===== src/nkd_pkg.sv =====
// nkd_pkg: shared types, constants and helper functions of the nibble key descrambler.
// No dependencies; used by nkd_unscramble and nibble_key_descrambler.
`timescale 1ns / 1ps
`default_nettype none

package nkd_pkg;

	typedef logic [2:0]  ring_t;
	typedef logic [3:0]  nib_t;
	typedef logic [7:0]  byte_t;
	typedef logic [31:0] key_t;

	// ring position codes: shift 16, 12, 8, 4, 0
	localparam ring_t RING_S16 = 3'd0;
	localparam ring_t RING_S12 = 3'd1;
	localparam ring_t RING_S8  = 3'd2;
	localparam ring_t RING_S4  = 3'd3;
	localparam ring_t RING_S0  = 3'd4;

	localparam key_t KEY_RESET = 32'h0000_0000;

	// 16-entry shuffle table
	function automatic nib_t shuffle(input nib_t idx);
		nib_t res;
		case (idx)
			4'h0: res = 4'hb;
			4'h1: res = 4'hc;
			4'h2: res = 4'ha;
			4'h3: res = 4'h0;
			4'h4: res = 4'h8;
			4'h5: res = 4'hf;
			4'h6: res = 4'h2;
			4'h7: res = 4'h1;
			4'h8: res = 4'h6;
			4'h9: res = 4'h4;
			4'ha: res = 4'h9;
			4'hb: res = 4'h3;
			4'hc: res = 4'hd;
			4'hd: res = 4'h5;
			4'he: res = 4'h7;
			default: res = 4'he;
		endcase
		return res;
	endfunction

	// next ring position; unused codes behave as shift 16
	function automatic ring_t ring_next(input ring_t pos);
		ring_t res;
		case (pos)
			RING_S16: res = RING_S12;
			RING_S12: res = RING_S8;
			RING_S8:  res = RING_S4;
			RING_S4:  res = RING_S0;
			RING_S0:  res = RING_S16;
			default:  res = RING_S12;
		endcase
		return res;
	endfunction

	// key nibble at the shift of a ring position
	function automatic nib_t key_nibble(input key_t key, input ring_t pos);
		nib_t res;
		case (pos)
			RING_S12: res = key[15:12];
			RING_S8:  res = key[11:8];
			RING_S4:  res = key[7:4];
			RING_S0:  res = key[3:0];
			default:  res = key[19:16];
		endcase
		return res;
	endfunction

endpackage

`default_nettype wire


===== src/nkd_unscramble.sv =====
// nkd_unscramble: combinational byte descrambling for one ring position pair.
// Depends on nkd_pkg.
`timescale 1ns / 1ps
`default_nettype none

module nkd_unscramble (
	input  wire nkd_pkg::byte_t cipher,
	input  wire nkd_pkg::ring_t pos,
	input  wire nkd_pkg::key_t  key,
	output nkd_pkg::byte_t      plain
);

	nkd_pkg::nib_t  key_sum;
	nkd_pkg::nib_t  kn_hi;
	nkd_pkg::nib_t  kn_lo;
	nkd_pkg::ring_t pos_lo;

	// low nibbles of the four key bytes, summed mod 16, then passed through the shuffle table
	assign key_sum = nkd_pkg::shuffle(key[3:0] + key[11:8] + key[19:16] + key[27:24]);
	assign pos_lo  = nkd_pkg::ring_next(pos);
	assign kn_hi   = nkd_pkg::key_nibble(key, pos);
	assign kn_lo   = nkd_pkg::key_nibble(key, pos_lo);

	assign plain[7:4] = cipher[7:4] - key_sum - kn_hi - nkd_pkg::shuffle(kn_hi);
	assign plain[3:0] = cipher[3:0] - key_sum - kn_lo - nkd_pkg::shuffle(kn_lo);

endmodule

`default_nettype wire


===== src/nibble_key_descrambler.sv =====
// nibble_key_descrambler: top level; input register, ring counter, result register.
// Depends on nkd_pkg and nkd_unscramble.
`timescale 1ns / 1ps
`default_nettype none

// Usage
//  - s_* stream carries scrambled bytes: s_tdata = cipher_byte, s_tlast = block_end.
//  - m_* stream returns one descrambled byte per request: m_tdata = plain_byte.
//  - cfg_wen/cfg_wdata write the 32-bit unlock key; write only while idle.
// Path: each request passes the input register, then the result register.
// Throughput: one byte per cycle unless m_tready stalls the output; requests may
//   follow back to back.
// Ring: each byte moves the ring position two steps (upper nibble, lower nibble).
//   After a byte marked with s_tlast the position restarts at shift 16.
// Reset (arst_n low): key cleared to zero, ring back to shift 16, both stages empty.
// Stall: when m_tready is low the result is held; the input stage still takes a
//   request while it is empty, then s_tready drops until the result moves on.
module nibble_key_descrambler (
	input  wire        clk,
	input  wire        arst_n,
	input  wire        s_tvalid,
	output logic       s_tready,
	input  wire  [7:0] s_tdata,   // [7:0] cipher_byte
	input  wire        s_tlast,   // block_end
	output logic       m_tvalid,
	input  wire        m_tready,
	output logic [7:0] m_tdata,   // [7:0] plain_byte
	input  wire        cfg_wen,
	input  wire [31:0] cfg_wdata  // unlock_key
);

	nkd_pkg::key_t  key_q;
	nkd_pkg::ring_t ring_q;

	logic           vld_s1;
	nkd_pkg::byte_t byte_s1;
	nkd_pkg::ring_t pos_s1;

	logic           vld_s2;
	nkd_pkg::byte_t plain_s2;

	nkd_pkg::byte_t plain_c;
	logic           out_free;
	logic           adv_s1;
	logic           in_acc;

	assign out_free = !vld_s2 || m_tready;
	assign adv_s1   = vld_s1 && out_free;
	assign s_tready = !vld_s1 || adv_s1;
	assign in_acc   = s_tvalid && s_tready;

	// key register
	always_ff @(posedge clk or negedge arst_n) begin
		if (!arst_n) begin
			key_q <= nkd_pkg::KEY_RESET;
		end else if (cfg_wen) begin
			key_q <= cfg_wdata;
		end
	end

	// ring counter: two steps per byte, restart after block end
	always_ff @(posedge clk or negedge arst_n) begin
		if (!arst_n) begin
			ring_q <= nkd_pkg::RING_S16;
		end else if (in_acc) begin
			ring_q <= s_tlast ? nkd_pkg::RING_S16
			                  : nkd_pkg::ring_next(nkd_pkg::ring_next(ring_q));
		end
	end

	// input stage control
	always_ff @(posedge clk or negedge arst_n) begin
		if (!arst_n) begin
			vld_s1 <= 1'b0;
		end else if (s_tready) begin
			vld_s1 <= s_tvalid;
		end
	end

	// input stage payload
	always_ff @(posedge clk) begin
		if (in_acc) begin
			byte_s1 <= s_tdata;
			pos_s1  <= ring_q;
		end
	end

	nkd_unscramble u_unscramble (
		.cipher (byte_s1),
		.pos    (pos_s1),
		.key    (key_q),
		.plain  (plain_c)
	);

	// result stage control
	always_ff @(posedge clk or negedge arst_n) begin
		if (!arst_n) begin
			vld_s2 <= 1'b0;
		end else if (out_free) begin
			vld_s2 <= vld_s1;
		end
	end

	// result stage payload
	always_ff @(posedge clk) begin
		if (adv_s1) begin
			plain_s2 <= plain_c;
		end
	end

	assign m_tvalid = vld_s2;
	assign m_tdata  = plain_s2;

endmodule

`default_nettype wire


===== config.mk =====
export PLATFORM = sky130hd
export DESIGN_NAME = nibble_key_descrambler
export DESIGN_NICKNAME = d
export VERILOG_FILES = /design/src/nkd_pkg.sv /design/src/nkd_unscramble.sv /design/src/nibble_key_descrambler.sv
export SDC_FILE = /design/constraint.sdc
export NUM_CORES = 1
export LEC_CHECK = 0
export ABC_CLOCK_PERIOD_IN_PS = 7550
export BUFFER_PORTS_ARGS = -buffer_cell sky130_fd_sc_hd__buf_4
export CELL_PAD_IN_SITES_DETAIL_PLACEMENT = 1
export CELL_PAD_IN_SITES_GLOBAL_PLACEMENT = 1
export CORE_MARGIN = 3
export CORE_UTILIZATION = 30
export CTS_BUF_LIST = sky130_fd_sc_hd__clkbuf_2
export DETAILED_ROUTE_END_ITERATION = 7
export PLACE_DENSITY_LB_ADDON = 0.1
export SLEW_MARGIN = 30
export SYNTH_ARGS = -nofsm -noshare
export SYNTH_HDL_FRONTEND = slang
export SYNTH_SLANG_ARGS = --single-unit

===== constraint.sdc =====
create_clock -name clk -period 7.55 [get_ports clk]
set_clock_uncertainty 0.15 [all_clocks]
set_input_delay 0.755 -clock clk [delete_from_list [all_inputs] [get_ports clk]]
set_output_delay 0.755 -clock clk [all_outputs]
set_load 0.005 [all_outputs]

==> results_dict.tcl <==
set metrics [dict create \
    synth_edf_count 19 \
    period_minus_slack_ps 5766 \
    first_iter_violations 67 \
    power_density_mw_per_mm2 551.9 \
    finalHoldViolCount 0 \
    hpwl_um 5910 \
    grt_pass1_vias 2589 \
    met2_usage_pct 21.87 \
    n_fill_cell 1248 \
    fin_nets 429 \
    wl_um 7581 \
    max_freq_ghz 0.1734 \
    yosys-top-cells-area "dfrtp_1, edfxtp_1, fa_1" \
    track_usage_pct 12.52 \
    num_rows 38 \
    cts_setup_buffers 0 \
    path_clk_slew_ps 260 \
    hold_ws_ps 295.3 \
    antenna_found_initial 0 \
    netlist.top_cell.by_area "dfrtp_1" \
    clk_path_buf_depth 2 \
    max_stage_delay_ps 610 \
    ff2ff_setup_slack_ps 1780 \
    synth_nets 384 \
    synth.top_cell.area_share_pct 20.91 \
    die_h_um 113.6 \
    reg2reg_depth 19 \
    min_from "s_tdata[4]" \
    postCtsHoldBufs 0 \
    clkLatencyLatePin_ps 460 \
    post_drt_wl_per_cell_um 15.60 \
    cts_resized 0 \
    avgViaCountPerCell 4.909 \
    finalSetupTns_ps 0 \
    crit_family "adder cells" \
    layout-drive-gt1-share_pct 25.14 \
    cp.arrival_ps 5870 \
    path_buf_inv 2 \
    hold_depth 1 \
    outcome "finished, final reports clean" \
    synth_common_cells "inv_1, dfrtp_1, mux2_2" \
    ir_worst_vdd_mv 0.3114 \
    crit_top_cell "xnor2_1" \
    async_reset_ff_share_pct 60.42 \
    die_area_mm2 0.01290 \
    io_pins 56 \
    cts_htree_levels 2 \
    grt_overflow 0 \
    hold-path-endpoint "byte_s1[4]$_DFFE_PP_" \
    numClockSinks 48 \
    ant_nets 0 \
    worstReg2RegEnd "m_tdata[7]$_DFFE_PP_" \
    drc_errors 0 \
    synth_most_common_cell "inv_1" \
    diodes 0 \
    crit_chain "fa_1 > fa_1 > ha_1 > fa_1 > xnor2_1 > xnor2_1 > xnor2_2 > mux2_2 > a211oi_2 > inv_1 > ha_1 > fa_1 > inv_1 > ha_1 > a21o_1 > a21oi_1 > xnor2_1 > xnor2_1 > xnor2_1" \
    gp_congestion 0.7634 \
    leakage_nw 1.799 \
    maxSlewViolCount 0 \
    power.total_mw 2.215 \
    preCtsSetupSlack_ps 1692 \
    start_kind "flop" \
    netlist_area_mm2 0.003471 \
    root_buffer "clkbuf_2" \
    setup_viol 0 \
    grt_first_pass_wirelength_um 12710 \
    critPathKind "flop to flop" \
    synth_seq_cells 48 \
    ys_seq_area_share_pct 37.35 \
    cts_tree "built" \
    core_region_area_mm2 0.01108 \
    gr-usage-met3_pct 2.493 \
    maxCapViolations 0 \
    worst_slack_ps 1784 \
    numCtsBuffers 5 \
    synthCells 300 \
    critPathSlowestCell "fa_1" \
    cp-end-kind "flop" \
    min_period_over_period_pct 76.37 \
    r2r_start "key_q[1]$_DFFE_PN0P_" \
    use_met1_pct 15.64 \
    grt_max_degree 30 \
    cp_max_fo 7 \
    worstHoldPathType "input pin to flop" \
    maxSlewHeadroom_pct 43.25 \
    start_util_pct 31.33 \
    syn_area_per_cell_um2 11.57 \
    area_growth_pct 15.65 \
    cp.required_ps 7660 \
    grt.busiest_layer "met2" \
    die_x_um 113.6 \
    ys.flop_type "dfrtp_1" \
    ys_types 49 \
    tightest_slew_ps 851.2 \
    yosys_warnings 0 \
    rsz0062_at_grt "no" \
    first_pass_iters 4 \
    port_buffers 47 \
    vias 2386 \
]
[worst max path at each step]
stage	start	endpoint	depth (start not counted)
floorplan	key_q[1]$_DFFE_PN0P_	m_tdata[7]$_DFFE_PP_	19
global placement	key_q[1]$_DFFE_PN0P_	m_tdata[7]$_DFFE_PP_	19
detailed placement	key_q[1]$_DFFE_PN0P_	m_tdata[7]$_DFFE_PP_	19
CTS	key_q[1]$_DFFE_PN0P_	m_tdata[7]$_DFFE_PP_	19
global route	key_q[1]$_DFFE_PN0P_	m_tdata[7]$_DFFE_PP_	19
finish	key_q[1]$_DFFE_PN0P_	m_tdata[7]$_DFFE_PP_	19
[per-layer routing]
metal,share of wire [%],vias up
met4,1.6,0
met5,0,-
met3,3.6,9
met1,45,1205
li1,-,1133
met2,49,39
[state kept, by name, summed over array words and instances, names as in the netlist]
register  count
byte_s1       8
key_q        24
m_tdata       8
m_tvalid      1
pos_s1        3
ring_q        3
vld_s1        1
[stage by stage]
step	cells	util, %	instance area, um2
2_1_floorplan	300	-	3471
3_3_place_gp	477	35.58	3941
3_5_place_dp	477	35.58	3941
4_1_cts	485	36.14	4004
5_1_grt	486	36.23	4014
6_report	486	36.23	4014
[layout by cell type (no fill, tap or decap), types with 4 or more instances in the layout]
cell type,n
xnor2_1,14
o21ai_0,9
nor3_1,5
dfrtp_1,29
buf_4,48
clkbuf_2,5
mux2_2,22
mux2i_1,17
ha_1,20
nor2_1,8
nand2b_1,4
inv_1,45
nand2_1,12
fa_1,18
and2_1,4
edfxtp_1,19
mux4_2,4
a21oi_1,10
a211oi_1,4
xor2_1,4
[report_power, final]
group / total, mW / switching (mW) / internal [mW]
sequential: 0.465 / 0.0434 / 0.422
combinational: 1.61 / 0.797 / 0.810
clock: 0.144 / 0.0901 / 0.0538
total: 2.22 / 0.930 / 1.29
[kinds of logic after synthesis]
family                     share of synthesized area, %
and+or+nand+nor                                   7.137
buffers and inverters                             6.741
adders and majority gates                         17.59
muxes                                             15.39
xor gates and xnor gates                          5.011
AOI/OAI and AO/OA                                 10.78
DFF                                               37.35
[final cells by class]
class	instances	area, um2	area share, %
clock buffers	5	25.02	0.6234
flip-flops and latches	48	1296	32.29
repair buffers	49	370.4	9.227
clock inverters	3	37.54	0.9352
inverters	45	168.9	4.208
multi-input cells	196	1941	48.35
well taps	140	175.2	4.364
Power figures use the tool's default switching activity.
